<file path="src/hw/rtl/dwpid_pkg.sv">
// Shared types, register codes and constants of the dual-wheel speed controller.
package dwpid_pkg;

    // Field widths
    localparam int COUNT_W   = 12;
    localparam int TARGET_W  = 16;
    localparam int DRIVE_W   = 32;
    localparam int SPEED_W   = 20;
    localparam int FFP_W     = 26;
    localparam int ERR_W     = 21;
    localparam int DIFF_W    = 22;
    localparam int IPROD_W   = 31;
    localparam int PPROD_W   = 31;
    localparam int DPROD_W   = 32;
    localparam int INTEG_W   = 24;
    localparam int ISUM_W    = 32;
    localparam int PART_W    = 34;
    localparam int POWER_W   = 35;

    // Stream and register port widths
    localparam int IN_DATA_W  = 56;
    localparam int OUT_DATA_W = 64;
    localparam int ADDR_W     = 5;
    localparam int PDATA_W    = 32;

    // Registered stages from the input register to the result register
    localparam int PIPE_DEPTH = 5;

    // Register map, one 32-bit word per register
    typedef enum logic [2:0] {
        REG_SPEED_SCALE      = 3'd0,
        REG_FEEDFORWARD_GAIN = 3'd1,
        REG_PROPORTIONAL_GAIN = 3'd2,
        REG_INTEGRAL_GAIN    = 3'd3,
        REG_DERIVATIVE_GAIN  = 3'd4,
        REG_INTEGRAL_FLOOR   = 3'd5,
        REG_INTEGRAL_CEILING = 3'd6,
        REG_FULL_SCALE       = 3'd7
    } reg_idx_t;

    // Reset values
    localparam logic [7:0]         SPEED_SCALE_RST = 8'd1;
    localparam logic signed [23:0] FLOOR_RST       = 24'sh800000;
    localparam logic [22:0]        CEILING_RST     = 23'h7FFFFF;
    localparam logic [30:0]        FULL_SCALE_RST  = 31'h7FFFFFFF;

    // Configuration seen by the datapath
    typedef struct packed {
        logic [7:0]         speed_scale;
        logic [9:0]         feedforward_gain;
        logic [9:0]         proportional_gain;
        logic [9:0]         integral_gain;
        logic [9:0]         derivative_gain;
        logic signed [23:0] integral_floor;
        logic [22:0]        integral_ceiling;
        logic [30:0]        full_scale;
    } cfg_t;

    // Stage load strobes, each high when a valid word moves into that stage
    typedef struct packed {
        logic adv_b;
        logic adv_c;
        logic adv_d;
        logic adv_e;
    } ctrl_t;

endpackage

</file>
<file path="src/hw/rtl/dwpid_wheel.sv">
// Per-wheel PID datapath: four registered stages plus integral and last-error state.
module dwpid_wheel (
    input  logic                                   clk,
    input  logic                                   rst_n,
    input  dwpid_pkg::cfg_t                        cfg,
    input  dwpid_pkg::ctrl_t                       ctrl,
    input  logic signed [dwpid_pkg::COUNT_W-1:0]   count,
    input  logic signed [dwpid_pkg::TARGET_W-1:0]  target,
    input  logic                                   zero,
    output logic signed [dwpid_pkg::DRIVE_W-1:0]   drive
);

    // Stage B: speed and feedforward products
    logic signed [dwpid_pkg::SPEED_W-1:0]  speed_b_reg;
    logic signed [dwpid_pkg::FFP_W-1:0]    ffp_b_reg;
    logic signed [dwpid_pkg::TARGET_W-1:0] target_b_reg;
    logic                                  zero_b_reg;
    logic signed [dwpid_pkg::SPEED_W:0]    speed_full;
    logic signed [dwpid_pkg::FFP_W:0]      ffp_full;

    // Stage C: error terms
    logic signed [dwpid_pkg::IPROD_W-1:0]  iprod_c_reg;
    logic signed [dwpid_pkg::PPROD_W-1:0]  pprod_c_reg;
    logic signed [dwpid_pkg::DPROD_W-1:0]  dprod_c_reg;
    logic signed [dwpid_pkg::FFP_W-1:0]    ffp_c_reg;
    logic                                  zero_c_reg;
    logic signed [dwpid_pkg::ERR_W-1:0]    err;
    logic signed [dwpid_pkg::DIFF_W-1:0]   diff;
    logic signed [31:0]                    iprod_full;
    logic signed [31:0]                    pprod_full;
    logic signed [32:0]                    dprod_full;
    logic signed [dwpid_pkg::ERR_W-1:0]    last_err_reg;

    // Stage D: integral update and partial sum
    logic signed [dwpid_pkg::INTEG_W-1:0]  integ_reg;
    logic signed [dwpid_pkg::INTEG_W-1:0]  integ_next;
    logic signed [dwpid_pkg::INTEG_W-1:0]  integ_d_reg;
    logic signed [dwpid_pkg::PART_W-1:0]   part_d_reg;
    logic signed [dwpid_pkg::PART_W-1:0]   part_next;
    logic signed [dwpid_pkg::ISUM_W-1:0]   isum;
    logic                                  zero_d_reg;

    // Stage E: saturated drive
    logic signed [dwpid_pkg::POWER_W-1:0]  power;
    logic signed [dwpid_pkg::POWER_W-1:0]  fs_pos;
    logic signed [dwpid_pkg::DRIVE_W-1:0]  drive_next;
    logic signed [dwpid_pkg::DRIVE_W-1:0]  drive_reg;

    // Speed and feedforward multiplies
    assign speed_full = $signed({1'b0, cfg.speed_scale}) * count;
    assign ffp_full   = $signed({1'b0, cfg.feedforward_gain}) * target;

    always_ff @(posedge clk)
    begin
        if (ctrl.adv_b)
        begin
            speed_b_reg  <= speed_full[dwpid_pkg::SPEED_W-1:0];
            ffp_b_reg    <= ffp_full[dwpid_pkg::FFP_W-1:0];
            target_b_reg <= target;
            zero_b_reg   <= zero;
        end
    end

    // Error, change of error and gain products
    assign err        = dwpid_pkg::ERR_W'(target_b_reg) - dwpid_pkg::ERR_W'(speed_b_reg);
    assign diff       = dwpid_pkg::DIFF_W'(err) - dwpid_pkg::DIFF_W'(last_err_reg);
    assign iprod_full = $signed({1'b0, cfg.integral_gain}) * err;
    assign pprod_full = $signed({1'b0, cfg.proportional_gain}) * err;
    assign dprod_full = $signed({1'b0, cfg.derivative_gain}) * diff;

    always_ff @(posedge clk)
    begin
        if (ctrl.adv_c)
        begin
            iprod_c_reg <= iprod_full[dwpid_pkg::IPROD_W-1:0];
            pprod_c_reg <= pprod_full[dwpid_pkg::PPROD_W-1:0];
            dprod_c_reg <= dprod_full[dwpid_pkg::DPROD_W-1:0];
            ffp_c_reg   <= ffp_b_reg;
            zero_c_reg  <= zero_b_reg;
        end
    end

    // Keep the last error unless both targets were zero
    always_ff @(posedge clk or negedge rst_n)
    begin
        if (!rst_n)
            last_err_reg <= '0;
        else if (ctrl.adv_c && !zero_b_reg)
            last_err_reg <= err;
    end

    // Clamp the integral, or clear it when both targets are zero; the floor test wins
    assign isum = dwpid_pkg::ISUM_W'(integ_reg) + dwpid_pkg::ISUM_W'(iprod_c_reg);

    always_comb
    begin
        if (zero_c_reg)
            integ_next = '0;
        else if (isum < dwpid_pkg::ISUM_W'(cfg.integral_floor))
            integ_next = cfg.integral_floor;
        else if (isum > $signed({9'd0, cfg.integral_ceiling}))
            integ_next = $signed({1'b0, cfg.integral_ceiling});
        else
            integ_next = isum[dwpid_pkg::INTEG_W-1:0];
    end

    assign part_next = dwpid_pkg::PART_W'(ffp_c_reg) + dwpid_pkg::PART_W'(pprod_c_reg)
                     + dwpid_pkg::PART_W'(dprod_c_reg);

    always_ff @(posedge clk or negedge rst_n)
    begin
        if (!rst_n)
            integ_reg <= '0;
        else if (ctrl.adv_d)
            integ_reg <= integ_next;
    end

    always_ff @(posedge clk)
    begin
        if (ctrl.adv_d)
        begin
            integ_d_reg <= integ_next;
            part_d_reg  <= part_next;
            zero_d_reg  <= zero_c_reg;
        end
    end

    // Sum and saturate to plus or minus full scale; drive zero when both targets are zero
    assign power  = dwpid_pkg::POWER_W'(part_d_reg) + dwpid_pkg::POWER_W'(integ_d_reg);
    assign fs_pos = $signed({4'd0, cfg.full_scale});

    always_comb
    begin
        if (zero_d_reg)
            drive_next = '0;
        else if (power > fs_pos)
            drive_next = $signed({1'b0, cfg.full_scale});
        else if (power < -fs_pos)
            drive_next = -$signed({1'b0, cfg.full_scale});
        else
            drive_next = power[dwpid_pkg::DRIVE_W-1:0];
    end

    always_ff @(posedge clk)
    begin
        if (ctrl.adv_e)
            drive_reg <= drive_next;
    end

    assign drive = drive_reg;

endmodule

</file>
<file path="config.mk">
export PLATFORM = sky130hd
export DESIGN_NAME = dwpid_wheel
export DESIGN_NICKNAME = d
export VERILOG_FILES = /design/src/hw/rtl/dwpid_pkg.sv /design/src/hw/rtl/dwpid_wheel.sv
export SDC_FILE = /design/constraint.sdc
export NUM_CORES = 2
export LEC_CHECK = 0
export BUFFER_PORTS_ARGS = -buffer_cell sky130_fd_sc_hd__buf_4
export CORE_MARGIN = 5
export CORE_UTILIZATION = 60
export DETAILED_ROUTE_END_ITERATION = 8
export PLACE_DENSITY_LB_ADDON = 0.1
export SETUP_SLACK_MARGIN = 0.3
export SKIP_CTS_REPAIR_TIMING = 1
export SLEW_MARGIN = 20
export SYNTH_ARGS = -nofsm -noshare
export SYNTH_HDL_FRONTEND = slang
export SYNTH_SLANG_ARGS = --single-unit
</file>
<file path="constraint.sdc">
create_clock -name clk -period 24.7 [get_ports clk]
set_input_delay 1.235 -clock clk [delete_from_list [all_inputs] [get_ports clk]]
set_output_delay 1.235 -clock clk [all_outputs]
set_load 0.01 [all_outputs]
</file>
# Yosys cells after proc, flatten, opt, wreduce, memory -nomap -nowiden

Cells that the tools add are included.
W data, S select, Z words.

Add/subtract/negate cells: 8
$mul: 5
Magnitude comparators: 4
Multiplexer cells: 5
Reductions and logical operators: 3

Operator list:

| operator            | number |
|---|---|
| $mux W24            | 3 |
| $mul A11 B21 Y31    | 2 |
| $gt A35 B32 Y1      | 1 |
| $lt A35 B35 Y1      | 1 |
| $neg A31 Y35        | 1 |
| $add A33 B24 Y34    | 1 |
| $add A32 B32 Y33    | 1 |
| $add A24 B31 Y32    | 1 |
| $add A26 B31 Y32    | 1 |
| $gt A32 B24 Y1      | 1 |
| $lt A32 B24 Y1      | 1 |
| $mul A11 B22 Y32    | 1 |
| $mux W32            | 1 |
| $neg A31 Y32        | 1 |
| $mux W31            | 1 |
| $mul A11 B16 Y26    | 1 |
| $sub A21 B21 Y22    | 1 |
| $sub A16 B20 Y21    | 1 |
| $mul A9 B12 Y20     | 1 |
| $reduce_or A2 Y1    | 1 |
| $logic_and A1 B1 Y1 | 1 |
| $logic_not A1 Y1    | 1 |

Bits in registers: 319
Input port bits: 161
Output and inout port bits: 32
Word-level logic and storage cells: 41

# Depth between registers and ports, before layout

Depth in word-level cells: 5
Gate-level depth with buffers: 40
Mapped depth without buffers: 39

# Worst setup path before layout

OpenSTA, ideal clock, no wires.

Path kind: reg-to-reg
From: register speed_b_reg[0] (netlist bit)
To: register dprod_c_reg[30] (netlist bit) (data pin)
Setup time: 0.262 ns
Arrival time: 8.949 ns
Required time: 24.438 ns
Slack: 15.488 ns
Cell stages (with the launch flop): 37
Buffers on the path: 1
Clock period less this slack: 9.212 ns
Cells stage by stage: edfxtp_1 ha_1 fa_1 nor2b_1 o21ai_0 a21boi_0 o21ai_0 a21boi_0 nor2_1 clkbuf_1 ha_1 a21oi_1 a21oi_1 a21o_1 a21oi_1 xnor2_1 nand2_1 fa_1 fa_1 inv_1 fa_1 inv_1 fa_1 fa_1 inv_1 ha_1 a21o_1 a21o_1 a21oi_1 o21ai_0 and3_1 a31o_2 o41ai_1 o21ai_1 a311oi_1 a21oi_1 xor2_1

Longest elaborated chain between the ends: 3

Ends and longest elaborated chain:

| item                   | RTL line          | text |
|---|---|---|
| from (decl)            | dwpid_wheel.sv:14 | `logic signed [dwpid_pkg::SPEED_W-1:0] speed_b_reg;` |
| from (signal assigned) | dwpid_wheel.sv:57 | `speed_b_reg <= speed_full[dwpid_pkg::SPEED_W-1:0];` |
| $sub A16 B20 Y21       | dwpid_wheel.sv:65 | `assign err = dwpid_pkg::ERR_W'(target_b_reg) - dwpid_pkg::ERR_W'(speed_b_reg);` |
| via err (one bit)      | dwpid_wheel.sv:27 | `logic signed [dwpid_pkg::ERR_W-1:0] err;` |
| $sub A21 B21 Y22       | dwpid_wheel.sv:66 | `assign diff = dwpid_pkg::DIFF_W'(err) - dwpid_pkg::DIFF_W'(last_err_reg);` |
| $mul A11 B22 Y32       | dwpid_wheel.sv:69 | `assign dprod_full = $signed({1'b0, cfg.derivative_gain}) * diff;` |
| via dprod_full[30]     | dwpid_wheel.sv:31 | `logic signed [32:0] dprod_full;` |
| to (signal assigned)   | dwpid_wheel.sv:77 | `dprod_c_reg <= dprod_full[dwpid_pkg::DPROD_W-1:0];` |
| to (decl)              | dwpid_wheel.sv:24 | `logic signed [dwpid_pkg::DPROD_W-1:0] dprod_c_reg;` |

The timed path passes the listed nets, and every way through them passes these cells.
A chain may end at the register's enable or synchronous reset.

# Worst setup path after layout

From: register speed_b_reg[0] (netlist bit)
To: register dprod_c_reg[30] (netlist bit) (data pin)

Longest elaborated chain between the ends: 3

Ends and longest elaborated chain:

| item               | RTL line |
|---|---|
| $sub A16 B20 Y21   | dwpid_wheel.sv:65 |
| $sub A21 B21 Y22   | dwpid_wheel.sv:66 |
| $mul A11 B22 Y32   | dwpid_wheel.sv:69 |
| via dprod_full[30] | dwpid_wheel.sv:31 |

The timed path passes the listed nets, and every way through them passes these cells.

==> impl_metrics.yaml <==
logic_synthesis:
  yosys.area.top_type: "fa_1"
  ys_types: 82
  synth_ff_type: "edfxtp_1"
  yosys_warnings: 0
  yosys-top-cells-area: "fa_1, edfxtp_1, ha_1"
  syn_nets: 7238
  yosysTopAreaCellShare_pct: 30.0
  synth_seq_cells: 319
  synth_cells: 5710
  synth-edff-count: 274
  synth_seq_area_share_pct: 17.4
  avgSynthCellArea_um2: 9.43
  synth.cell_area_um2: 53900
  async_flop_share_pct: 14.1
detailed_routing:
  firstDrtPassIters: 6
  ant_nets: 0
  viasPerCell: 5.63
  top_layer: "met4"
  routedWlPerCell_um: 18.2
  drc: 0
  wl_um: 127000
  route.layer.met1.wl_um: 55100
  wl_met2_um: 61500
  vias: 39395
  wl_met3_um: 7220
  detail_route.iter0.violations: 2493
place:
  place_congestion: 0.904
  place.port_buffers: 192
  dp.final_hpwl_um: 104000
timing:
  setup_violations: 0
  fin_setup_tns_ns: 0
  finalHoldViolations: 0
  max_slew_margin_pct: 26.7
  finalCriticalPeriod_ns: 10.69
  finClkSkew_ns: 0.0412
  fmax_ghz: 0.0935
  worst_pin_slew_ns: 1.09
  post-route-period-util_pct: 43.3
  slew_violations: 0
  rsz0062_at_grt: "false"
worst_hold_path:
  hp-class: "register to register"
  min_path_cells: 0
setup_path:
  required_ns: 24.99
  worst_ep_arrival_time_ns: 10.99
  worst_setup_path_end_kind: "register"
  ff2ff_path_depth: 36
  startpoint_type: "register"
  critPathMostFrequentCell: "fa_1"
  slowest_delay_ns: 0.71
  cpMaxStageDelayCell: "xnor2_1"
  worstSetupPathType: "register to register"
  crit_path_max_fanout: 22
floorplanning:
  rows: 109
  die_h_um: 310
  die_area_um2: 95900
  core_um2: 88800
  die_w_um: 310
  start_util_pct: 60.7
  pin_count: 193
grt:
  grt_pass1_vias: 41052
  grt_antenna_before_repair: 4
  gr-total-overflow: 0
  grt_max_degree: 76
  grt_pass1_wl_um: 211000
  globalRouteTotalUtil_pct: 27.2
clock_tree:
  clk_latency_ns: 0.59
  cts_tree: "done"
  numCtsBuffers: 40
  clk_pin_slew_ns: 0.06
  cts_buffer_depth: 3
  cts_sinks: 319
  root_buffer: "clkbuf_16"
  cts.htree.levels: 2
cells_and_area:
  largest_reg_flops: 33
  drive_gt1_share_pct: 6.41
  ff_latch_area_um2: 9350
  layout_commonest_cell: "inv_1"
  antennaDiodeCount: 0
  most-common-layout-cells: "inv_1, fa_1, ha_1"
  multi_input_area_um2: 40100
  finalNetCount: 7334
  areaGrowthSynthToFinish_pct: 7.50
  n_fill_cell: 7427
job:
  maxCapViolCount: 0
status:
  run_status: "completed"
per-layer routing:
layer | track usage (%) | vias up
met2 | 46.9 | 1049
met1 | 37.1 | 19590
met5 | 0 | -
li1 | - | 18579
met3 | 3.62 | 177
met4 | 6.51 | 0
stage by stage:
| step | cells | worst slack [ns] | area [µm²] | hold slack, ns | util (%) |
|---|---|---|---|---|---|
| floorplan | 5710 | 15.49 | 53900 | 0.400 | - |
| detailed placement | 6928 | 14.10 | 56500 | 0.405 | 63.6 |
| CTS | 7002 | 14.05 | 57900 | 0.418 | 65.2 |
| global route | 7003 | 13.43 | 57900 | 0.427 | 65.2 |
| finish | 7003 | 14.01 | 57900 | 0.417 | 65.2 |
| global placement | 6928 | 14.47 | 56500 | 0.401 | 63.6 |
Yosys cell counts (83+ instances only):
cell      instances
inv_1          1039
o21ai_0         134
nor2b_1          83
clkbuf_1        167
ha_1            561
a21o_1          111
fa_1            806
nand2_1         552
and2_1          483
edfxtp_1        274
nor2_1          225
a21oi_1         224
xnor2_1         210
critical path, delay by kind of cell, from the launching register on:
kind,cells,cell delay [ns]
and+or+nand+nor,4,0.64
buffers and inverters,4,0.38
DFF,1,0.36
adders and majority gates,9,3.90
AOI/OAI and AO/OA,17,4.23
xor gates and xnor gates,2,0.89
area by class of cell:
cell class,count,area share (%)
clock buffers,52,1.91
clock inverters,22,0.475
inverters,1041,6.75
multi-input cells,4172,69.2
flip-flops and latches,319,16.2
well taps,1165,2.52
repair buffers,232,3.01
path summary, 6_finish.rpt:
path	to	slack (ns)	startpoint
max	dprod_c_reg[30]	14.01	speed_b_reg[0]
min	ffp_c_reg[20]	0.42	ffp_b_reg[20]
max reg2reg	dprod_c_reg[30]	14.01	speed_b_reg[0]
min reg2reg	ffp_c_reg[20]	0.42	ffp_b_reg[20]
max in group asynchronous	last_err_reg[15]	23.44	rst_n
min in group asynchronous	integ_reg[12]	0.72	rst_n
cell families after synthesis:
group                      count (synthesis)  synth area share (%)
AOI/OAI and AO/OA                        782                  9.65
xor gates and xnor gates                 273                  4.44
adders and majority gates               1367                  43.0
buffers and inverters                   1219                  8.54
DFF                                      319                  17.4
muxes                                     62                  1.21
and+or+nand+nor                         1688                  15.8
Power is left out: the tool's default activity adds up to more than one toggle a clock period on the data nets, which glitch-free logic cannot reach.
