`src/hw/rtl/dwpid_pkg.sv`:
```
// Shared types, register codes and constants of the dual-wheel speed controller.
package dwpid_pkg;

    // Field widths
    localparam int COUNT_W   = 12;
    localparam int TARGET_W  = 16;
    localparam int DRIVE_W   = 32;
    localparam int SPEED_W   = 20;
    localparam int FFP_W     = 26;
    localparam int ERR_W     = 21;
    localparam int DIFF_W    = 22;
    localparam int IPROD_W   = 31;
    localparam int PPROD_W   = 31;
    localparam int DPROD_W   = 32;
    localparam int INTEG_W   = 24;
    localparam int ISUM_W    = 32;
    localparam int PART_W    = 34;
    localparam int POWER_W   = 35;

    // Stream and register port widths
    localparam int IN_DATA_W  = 56;
    localparam int OUT_DATA_W = 64;
    localparam int ADDR_W     = 5;
    localparam int PDATA_W    = 32;

    // Registered stages from the input register to the result register
    localparam int PIPE_DEPTH = 5;

    // Register map, one 32-bit word per register
    typedef enum logic [2:0] {
        REG_SPEED_SCALE      = 3'd0,
        REG_FEEDFORWARD_GAIN = 3'd1,
        REG_PROPORTIONAL_GAIN = 3'd2,
        REG_INTEGRAL_GAIN    = 3'd3,
        REG_DERIVATIVE_GAIN  = 3'd4,
        REG_INTEGRAL_FLOOR   = 3'd5,
        REG_INTEGRAL_CEILING = 3'd6,
        REG_FULL_SCALE       = 3'd7
    } reg_idx_t;

    // Reset values
    localparam logic [7:0]         SPEED_SCALE_RST = 8'd1;
    localparam logic signed [23:0] FLOOR_RST       = 24'sh800000;
    localparam logic [22:0]        CEILING_RST     = 23'h7FFFFF;
    localparam logic [30:0]        FULL_SCALE_RST  = 31'h7FFFFFFF;

    // Configuration seen by the datapath
    typedef struct packed {
        logic [7:0]         speed_scale;
        logic [9:0]         feedforward_gain;
        logic [9:0]         proportional_gain;
        logic [9:0]         integral_gain;
        logic [9:0]         derivative_gain;
        logic signed [23:0] integral_floor;
        logic [22:0]        integral_ceiling;
        logic [30:0]        full_scale;
    } cfg_t;

    // Stage load strobes, each high when a valid word moves into that stage
    typedef struct packed {
        logic adv_b;
        logic adv_c;
        logic adv_d;
        logic adv_e;
    } ctrl_t;

endpackage

```
`src/hw/rtl/dwpid_cfg.sv`:
```
// Configuration register bank behind the APB-style port.
module dwpid_cfg (
    input  logic                          clk,
    input  logic                          rst_n,
    input  logic                          psel,
    input  logic                          penable,
    input  logic                          pwrite,
    input  logic [dwpid_pkg::ADDR_W-1:0]  paddr,
    input  logic [dwpid_pkg::PDATA_W-1:0] pwdata,
    output logic [dwpid_pkg::PDATA_W-1:0] prdata,
    output logic                          pready,
    output dwpid_pkg::cfg_t               cfg
);

    dwpid_pkg::cfg_t      cfg_reg;
    dwpid_pkg::reg_idx_t  idx;
    logic                 wr_en;

    assign idx    = dwpid_pkg::reg_idx_t'(paddr[4:2]);
    assign wr_en  = psel && penable && pwrite;
    assign pready = 1'b1;
    assign cfg    = cfg_reg;

    // Write the addressed register
    always_ff @(posedge clk or negedge rst_n)
    begin
        if (!rst_n)
        begin
            cfg_reg.speed_scale       <= dwpid_pkg::SPEED_SCALE_RST;
            cfg_reg.feedforward_gain  <= '0;
            cfg_reg.proportional_gain <= '0;
            cfg_reg.integral_gain     <= '0;
            cfg_reg.derivative_gain   <= '0;
            cfg_reg.integral_floor    <= dwpid_pkg::FLOOR_RST;
            cfg_reg.integral_ceiling  <= dwpid_pkg::CEILING_RST;
            cfg_reg.full_scale        <= dwpid_pkg::FULL_SCALE_RST;
        end
        else if (wr_en)
        begin
            case (idx)
                dwpid_pkg::REG_SPEED_SCALE:       cfg_reg.speed_scale       <= pwdata[7:0];
                dwpid_pkg::REG_FEEDFORWARD_GAIN:  cfg_reg.feedforward_gain  <= pwdata[9:0];
                dwpid_pkg::REG_PROPORTIONAL_GAIN: cfg_reg.proportional_gain <= pwdata[9:0];
                dwpid_pkg::REG_INTEGRAL_GAIN:     cfg_reg.integral_gain     <= pwdata[9:0];
                dwpid_pkg::REG_DERIVATIVE_GAIN:   cfg_reg.derivative_gain   <= pwdata[9:0];
                dwpid_pkg::REG_INTEGRAL_FLOOR:    cfg_reg.integral_floor    <= $signed(pwdata[23:0]);
                dwpid_pkg::REG_INTEGRAL_CEILING:  cfg_reg.integral_ceiling  <= pwdata[22:0];
                dwpid_pkg::REG_FULL_SCALE:        cfg_reg.full_scale        <= pwdata[30:0];
                default: ;
            endcase
        end
    end

    // Read back, floor sign-extended
    always_comb
    begin
        case (idx)
            dwpid_pkg::REG_SPEED_SCALE:       prdata = {24'd0, cfg_reg.speed_scale};
            dwpid_pkg::REG_FEEDFORWARD_GAIN:  prdata = {22'd0, cfg_reg.feedforward_gain};
            dwpid_pkg::REG_PROPORTIONAL_GAIN: prdata = {22'd0, cfg_reg.proportional_gain};
            dwpid_pkg::REG_INTEGRAL_GAIN:     prdata = {22'd0, cfg_reg.integral_gain};
            dwpid_pkg::REG_DERIVATIVE_GAIN:   prdata = {22'd0, cfg_reg.derivative_gain};
            dwpid_pkg::REG_INTEGRAL_FLOOR:    prdata = {{8{cfg_reg.integral_floor[23]}},
                                                        cfg_reg.integral_floor};
            dwpid_pkg::REG_INTEGRAL_CEILING:  prdata = {9'd0, cfg_reg.integral_ceiling};
            dwpid_pkg::REG_FULL_SCALE:        prdata = {1'b0, cfg_reg.full_scale};
            default:                          prdata = '0;
        endcase
    end

endmodule

```
`config.mk`:
```
export PLATFORM = sky130hd
export DESIGN_NAME = dwpid_cfg
export DESIGN_NICKNAME = d
export VERILOG_FILES = /design/src/hw/rtl/dwpid_pkg.sv /design/src/hw/rtl/dwpid_cfg.sv
export SDC_FILE = /design/constraint.sdc
export NUM_CORES = 1
export LEC_CHECK = 0
export BUFFER_PORTS_ARGS = -buffer_cell sky130_fd_sc_hd__clkbuf_2
export CORE_ASPECT_RATIO = 0.5
export CORE_MARGIN = 1.5
export CORE_UTILIZATION = 46
export DETAILED_ROUTE_END_ITERATION = 12
export MAX_ROUTING_LAYER = met4
export PLACE_DENSITY_LB_ADDON = 0.25
export SLEW_MARGIN = 20
export SYNTH_ARGS = -nofsm -noshare
export SYNTH_HDL_FRONTEND = slang
export SYNTH_SLANG_ARGS = --single-unit
```
`constraint.sdc`:
```
create_clock -name clk -period 2.6 [get_ports clk]
set_clock_uncertainty 0.1 [all_clocks]
set_input_delay 0.78 -clock clk [delete_from_list [all_inputs] [get_ports clk]]
set_output_delay 0.78 -clock clk [all_outputs]
set_load 0.005 [all_outputs]
```
# After elaboration in Yosys (flattened, before gate mapping)
# Cells that the tools add are included.
dict set report classes {
  eq_ne 7
  muxes 1
  reduce_logical 11
}
# operator n
set op_table {}
lappend op_table {{case mux 32 bit (8 select lines)} 1}
lappend op_table {{AND reduction 2 bit} 8}
lappend op_table {{== test 3 bit (second input constant)} 4}
lappend op_table {{== test 3 x 2 -> 1 bit (second input constant)} 2}
lappend op_table {{== test 3 x 1 -> 1 bit (second input constant)} 1}
lappend op_table {{logical NOT 3 bit} 1}
lappend op_table {{logical AND 1 bit} 2}
dict set report totals {
  register_bits 126
  output_inout_bits 159
  wordCells 27
}

# Longest topological paths before layout
# Gate-level depths: netlist of the first run.
dict set report depth {
  depth_word 3
  mapped_depth 6
  depth_no_buf 3
}

# Worst setup path before layout of the first run
# Ideal clock, no wire load.
dict set report synth_path {
  path_type {input -> output}
  startpoint {input port paddr[3] in the netlist's numbering}
  endpoint {output port prdata[8] in the netlist's numbering}
  t_arrival_ps 1778
  required_ps 1720
  slack_ps -58
  stages 6
  n_path_buf 3
  path_cell_list {buf_2 > buf_4 > buf_2 > mux4_2 > nand2_1 > o21ai_0}
}
dict set report synth_via {
  elab_chain_cells 2
  word_cells_on_any_way 9
  classes_between {eq/ne (7); mux (1); reduce/logical (1)}
}
# item line_no
set synth_lines {}
lappend synth_lines {{start, declared} dwpid_cfg.sv:8} ;# input logic [dwpid_pkg::ADDR_W-1:0] paddr,
lappend synth_lines {{== test 3 bit (tied with other cells)} dwpid_cfg.sv:57} ;# case (idx)
lappend synth_lines {{case mux 32 bit (8 select lines) *} dwpid_cfg.sv:57}
lappend synth_lines {{end, declared} dwpid_cfg.sv:10} ;# output logic [dwpid_pkg::PDATA_W-1:0] prdata,
# Every way passes the cells marked *; elsewhere a longest branch is shown, timed or not.

# Worst setup path after layout of the first run
dict set report layout_path {
  startpoint {input port paddr[3] in the netlist's numbering}
  endpoint {output port prdata[1] in the netlist's numbering}
}
# The elaborated chain is that of the path after synthesis.

==> flow_summary.toml, run 1 <==
[status]
outcome = "finished with violations"
violations = "setup timing"

[sta]
max_slew_margin_pct = 54.2
period_share_pct = 102
clock.fmax_mhz = 378
fin_ws_ns = -0.0473
slew_viol_final = 0
worst_slew_pin_slew_ns = 0.687
finalSetupTns_ns = -0.427
setup_viol = 15
rsz0062_at_grt = "true"
hold_viol = 0
period_minus_slack_ns = 2.65

[critical_path]
worstReg2RegStart = "cfg[106]$_DFFE_PN0P_"
worstReg2RegEnd = "cfg[106]$_DFFE_PN0P_"
path_cells = "buf_16 -> or3_4 -> buf_4 -> o22a_1 -> clkbuf_2"
startpoint_type = "input pin"
critPathSlowestCell = "or3_4"
cp-end-kind = "primary output"
rrSetupSlack_ns = 1.67
cpPeakStageDelay_ns = 0.40
worstPathMaxFanout = 5
worstSetupStartpoint = "paddr[3]"
worst-path-buf-inv = 3
crit_family = "simple AND/OR/NAND/NOR gates"
cp_data_arrival_time_ns = 1.77
crit_type = "input pin to primary output"
r2r_cells = 1
crit_required_ns = 1.72

[layout]
final_area_um2 = 8420
largest_register_ffs = 126
nFillCells = 982
finalNetCount = 714
synthToLayoutAreaGrowth_pct = 42.7
final_util_pct = 66.9
drive_above_1_share_pct = 74.2
num_antenna_cells = 0

[clock_tree]
hold_buffers = 0
cts_buffers = 17
cts_root_buf = "clkbuf_16"
clk_pin_slew_worst_paths_ns = 0.06
cts_buffer_depth = 2
numClockSinks = 126
h-tree-depth = 4
worstSkewPairLatency_ns = 0.40
tritoncts = "yes"

[grt]
grt_overflow = 0
antenna_found_initial = 0
grtUsageTotal_pct = 25.5
grt_max_degree = 127
grt_pass1_wl_um = 25400
grt_pass1_vias = 4566

[synthesis]
synth_nets = 469
synth_seq_cells = 126
synth_seq_area_share_pct = 54.6
syn_area_um2 = 5900
yosysWarnings = 0
synth_cell_types = 32
synth.avg_cell_area_um2 = 13.8
synth_cells = 427

[power_and_ir_drop]
max-vdd-ir-drop_v = 0.000450
p_leak_uw = 0.00402
total_power_uw = 6540
cellPowerDensity_nw_per_um2 = 776

[floorplan]
start_util_pct = 46.9
die-area_um2 = 13600
die_width_um = 163
ios = 201
die_y_um = 83.1
rows = 29
core_um2 = 12600

[min_path]
hold_path.class = "input pin to async pin"

[routing]
wirelength_um = 16300
ant_nets = 0
vias = 4551
drc = 0
wire_per_inst_um = 19.1
drtIter0Drc = 265
vias_per_cell = 5.32
drt-pass1-iter-count = 4

[flow_run]
cap_violations = 0

[place]
place.gp.congestion = 0.802
port_buffers = 196
dpl.hpwl_um = 11200
placedInstanceArea_um2 = 7480
-- worst max path at each step --
stage | endpoint | cells past startpoint
after floorplan | prdata[8] | 4
after global placement | prdata[6] | 6
after detailed placement | prdata[6] | 6
after CTS | prdata[4] | 5
after global routing | prdata[18] | 8
final | prdata[1] | 5
-- cells by family (layout without fill, tap and decap cells) --
group	count (synthesis)	after routing	synth area share (%)
buffers and inverters	38	296	3.01
AOI/OAI and AO/OA	51	51	6.30
other	1	1	0.0635
muxes	165	165	31.2
DFF	126	126	54.6
and+or+nand+nor	46	46	4.83
-- repair_timing --
| action | CTS | global route |
|---|---|---|
| buffers inserted | 3 | 2 |
| pin swaps | 9 | 16 |
| endpoints found under the setup margin | 32 | 27 |
| gates cloned | 2 | 1 |
| gates resized for setup | 32 | 36 |
-- layout make-up --
cell class	count	area, um2	share of cell area, %
clock inverter	12	136	1.62
timing repair buffer	254	1670	19.8
clock buffer	20	447	5.30
inverter	10	37.5	0.446
multi-input combinational	263	2690	32.0
sequential	126	3220	38.3
tap	170	213	2.53
-- power by group --
group | total [uW] | internal [uW] | leakage [uW] | switching, uW
combinational | 1430 | 831 | 0.00227 | 596
clock | 2310 | 1440 | 0.000277 | 869
sequential | 2800 | 2480 | 0.00148 | 318
-- placed cells by master, fill, tap and decap left out, drive strengths merged, types with 9 or more instances in the layout --
cell type / n
a21oi: 9
a22oi: 15
buf: 74
clkbuf: 200
dfrtp: 70
dfstp: 56
inv: 13
mux2: 142
mux2i: 22
nand2: 12
nor2b: 15
-- metrics by stage --
step	setup WS, ns	instances	hold WS, ns
2_1_floorplan	0.000347	427	0.384
3_3_place_gp	-0.268	816	0.400
3_5_place_dp	-0.304	816	0.408
4_1_cts	-0.0562	852	0.402
5_1_grt	-0.0792	855	0.427
6_report	-0.0473	855	0.369
-- routing by layer --
metal | wire length, um | GRT usage, % | vias up
met5 | 0 | - | -
met4 | 193 | 7.42 | 0
met3 | 752 | 5.39 | 18
met2 | 7720 | 38.9 | 125
met1 | 7630 | 34.4 | 2341
li1 | - | - | 2067
-- cell usage after synthesis --
library cell  instances  area share (%)
a21oi_1               9            0.76
a221oi_1              8             1.2
a22oi_1              15             1.9
and3b_1               1            0.15
buf_1                 2            0.13
buf_2                13             1.1
buf_4                 5            0.64
clkbuf_1              8            0.51
conb_1                1           0.064
dfrtp_1              70              30
dfstp_2              56              25
inv_1                10            0.64
mux2_1               13             2.5
mux2_2              129              25
mux2i_1              22             3.7
mux4_2                1            0.38
nand2_1              12            0.76
nand2b_1              5            0.53
nand3_1               1           0.085
nand4_2               1            0.21
nand4b_4              1            0.40
nor2_1                3            0.19
nor2_2                2            0.21
nor2_4                2            0.38
nor2b_1              15             1.6
o21ai_0               1           0.085
o221ai_1              1            0.15
o22a_1                7             1.0
o22ai_1               8            0.85
o32a_1                1            0.17
o32ai_1               1            0.15
or3_1                 3            0.32
Note: power is estimated with default switching activity, not from simulation.
==> inputs of run 2 (changes only) <==
==> constraint.sdc (replaced) <==
create_clock -name clk -period 2.6 [get_ports clk]
set_clock_uncertainty 0.1 [all_clocks]
set_input_delay 0.13 -clock clk [delete_from_list [all_inputs] [get_ports clk]]
set_output_delay 0.13 -clock clk [all_outputs]
set_load 0.05 [all_outputs]
==> run 2 against run 1 <==
- the run now ends clean
- register-to-register slack about the same
- sequential power is essentially flat
- clock power is essentially flat
- wire length decreased by 1.9%
- largest power group is now combinational cells
- final cell count decreased by 1.2%
- non-clock buffer count fell by 10
==> flow_summary.toml, run 2 (synthesis gave the netlist of run 1 again) <==
[place]
port_buffers = 196
place.gp.congestion = 0.779
dpl.hpwl_um = 10500
placedInstanceArea_um2 = 7150
dp.cells = 781

[layout]
num_antenna_cells = 0
mostFrequentLayoutCell = "clkbuf_2"
regArea_um2 = 3220
synthToLayoutAreaGrowth_pct = 36.3
final_cells = 845
nFillCells = 1000
multi_input_area_um2 = 2520
finalNetCount = 704
drive_above_1_share_pct = 65.0
layout_common_cells = "193 x clkbuf_2, 129 x mux2_2, 70 x dfrtp_1"
largest_register_ffs = 126
final_area_um2 = 8040

[power_and_ir_drop]
seqPwrFrac_pct = 35.0
p_clk_share_pct = 28.7
p_sw_uw = 3340
p_leak_uw = 0.00382
cellPowerDensity_nw_per_um2 = 988
max-vdd-ir-drop_v = 0.000501
internal-power_uw = 4610
combinationalPowerShare_pct = 36.3
switching_share_pct = 42.0
total_power_uw = 7950

[routing]
vias_per_cell = 5.34
ant_nets = 0
drt-pass1-iter-count = 4
drc = 0
drtIter0Drc = 199
vias = 4513
wire_per_inst_um = 18.9
wirelength_um = 16000

[sta]
rsz0062_at_grt = "false"
finalSetupTns_ns = 0
worst_slew_pin_slew_ns = 0.628
slew_viol_final = 0
clock.fmax_mhz = 500
period_share_pct = 76.9
period_minus_slack_ns = 2.00
setup_viol = 0
hold_viol = 0
max_slew_margin_pct = 58.1

[grt]
grtUsageTotal_pct = 25.1
grt_busiest_layer = "met2"
grt_overflow = 0
grt_pass1_vias = 4612
grt_util_met3_pct = 4.25
antenna_found_initial = 0
grt_max_degree = 66
grt_util_met1_pct = 32.9
grt_pass1_wl_um = 25200
use_met2_pct = 41.0

[critical_path]
worstPathMaxFanout = 3
cpPeakStageDelay_ns = 0.55
critPathSlowestCell = "dfstp_2"
crit_required_ns = 2.37
cp_data_arrival_time_ns = 1.77
cp-end-kind = "primary output"
crit_type = "flop to primary output"
rrSetupSlack_ns = 1.67
startpoint_type = "flop"
path_cells = "mux2i_1 -> a221oi_1 -> o22a_1 -> clkbuf_2"

[clock_tree]
numClockSinks = 126
clk_pin_slew_worst_paths_ns = 0.06
h-tree-depth = 4
tritoncts = "yes"
worstSkewPairLatency_ns = 0.40
cts_buffers = 17
cts_root_buf = "clkbuf_16"
post_cts_buffers = 0
cts_buffer_depth = 2
cts_resized = 0

[floorplan]
die_y_um = 83.1
rows = 29
start_util_pct = 46.9
die-area_um2 = 13600
die_width_um = 163
core_um2 = 12600
ios = 201

[flow_run]
cap_violations = 0

[min_path]
hold_path.class = "input pin to async pin"

[status]
outcome = "finished clean"
run 2: cell count changes in the layout (fill, tap and decap cells not counted), sizes merged:
cell | previous run | this run
inv | 13 | 14
dlygate4sd3 | 0 | 32
clkinvlp | 3 | 4
buf | 74 | 19
clkinv | 4 | 5
bufinv | 2 | 1
clkbuf | 200 | 211
run 2: through the flow:
stage / hold slack [ns] / worst slack (ns) / util, %
detailed placement: 0.00900 / 0.558 / 56.8
global route: 0.153 / 0.478 / 63.9
CTS: 0.119 / 0.564 / 63.9
finish: 0.112 / 0.600 / 63.9
floorplan: -0.266 / 0.345 / -
global placement: 0.0149 / 0.576 / 56.8
run 2: path summary, 6_finish.rpt:
check,endpoint,from,depth (start not counted)
max in group asynchronous,cfg[53]$_DFFE_PN1P_,rst_n,3
worst max-delay path,prdata[7],cfg[38]$_DFFE_PN1P_,4
worst min-delay path,cfg[114]$_DFFE_PN0P_,rst_n,2
worst max register to register,cfg[101]$_DFFE_PN0P_,cfg[101]$_DFFE_PN0P_,1
min in group clk,cfg[80]$_DFFE_PN0P_,penable,4
worst min register to register,cfg[98]$_DFFE_PN0P_,cfg[98]$_DFFE_PN0P_,1
run 2: repair_timing:
| item | in CTS | in global routing |
|---|---|---|
| hold endpoints to repair | 158 | 0 |
| endpoints found under the setup margin | 0 | 0 |
| hold buffers | 32 | 0 |
run 2: power groups by stage:
| stage | Clock (uW) | Combinational, uW | Sequential [uW] |
|---|---|---|---|
| 6_report | 2280 | 2890 | 2780 |
| 5_1_grt | 2410 | 3010 | 2840 |
| 4_1_cts | 2310 | 2910 | 2780 |
| 3_5_place_dp | 0 | 2860 | 2810 |
| 3_3_place_gp | 0 | 2830 | 2790 |
| 2_1_floorplan | 0 | 814 | 4140 |
run 2: area by class of cell:
class                           instances  share of cell area (%)
Multi-Input combinational cell        263                    31.3
Inverter                               10                   0.467
Clock buffer                           18                    5.46
Sequential cell                       126                    40.1
Tap cell                              170                    2.64
Clock inverter                         14                    1.68
Timing Repair Buffer                  244                    18.4
run 2: critical path, delay by kind of cell, from the launching register on:
kind	cells	cell delay, ns
compound gates	2	0.49
buf+inv	1	0.27
flops	1	0.55
mux	1	0.07
run 2: routing by layer:
metal  routed length, um  share of wire, %
met5                   0                 0
met4                  91              0.57
met3                 656               4.1
met2                7950                50
met1                7280                46
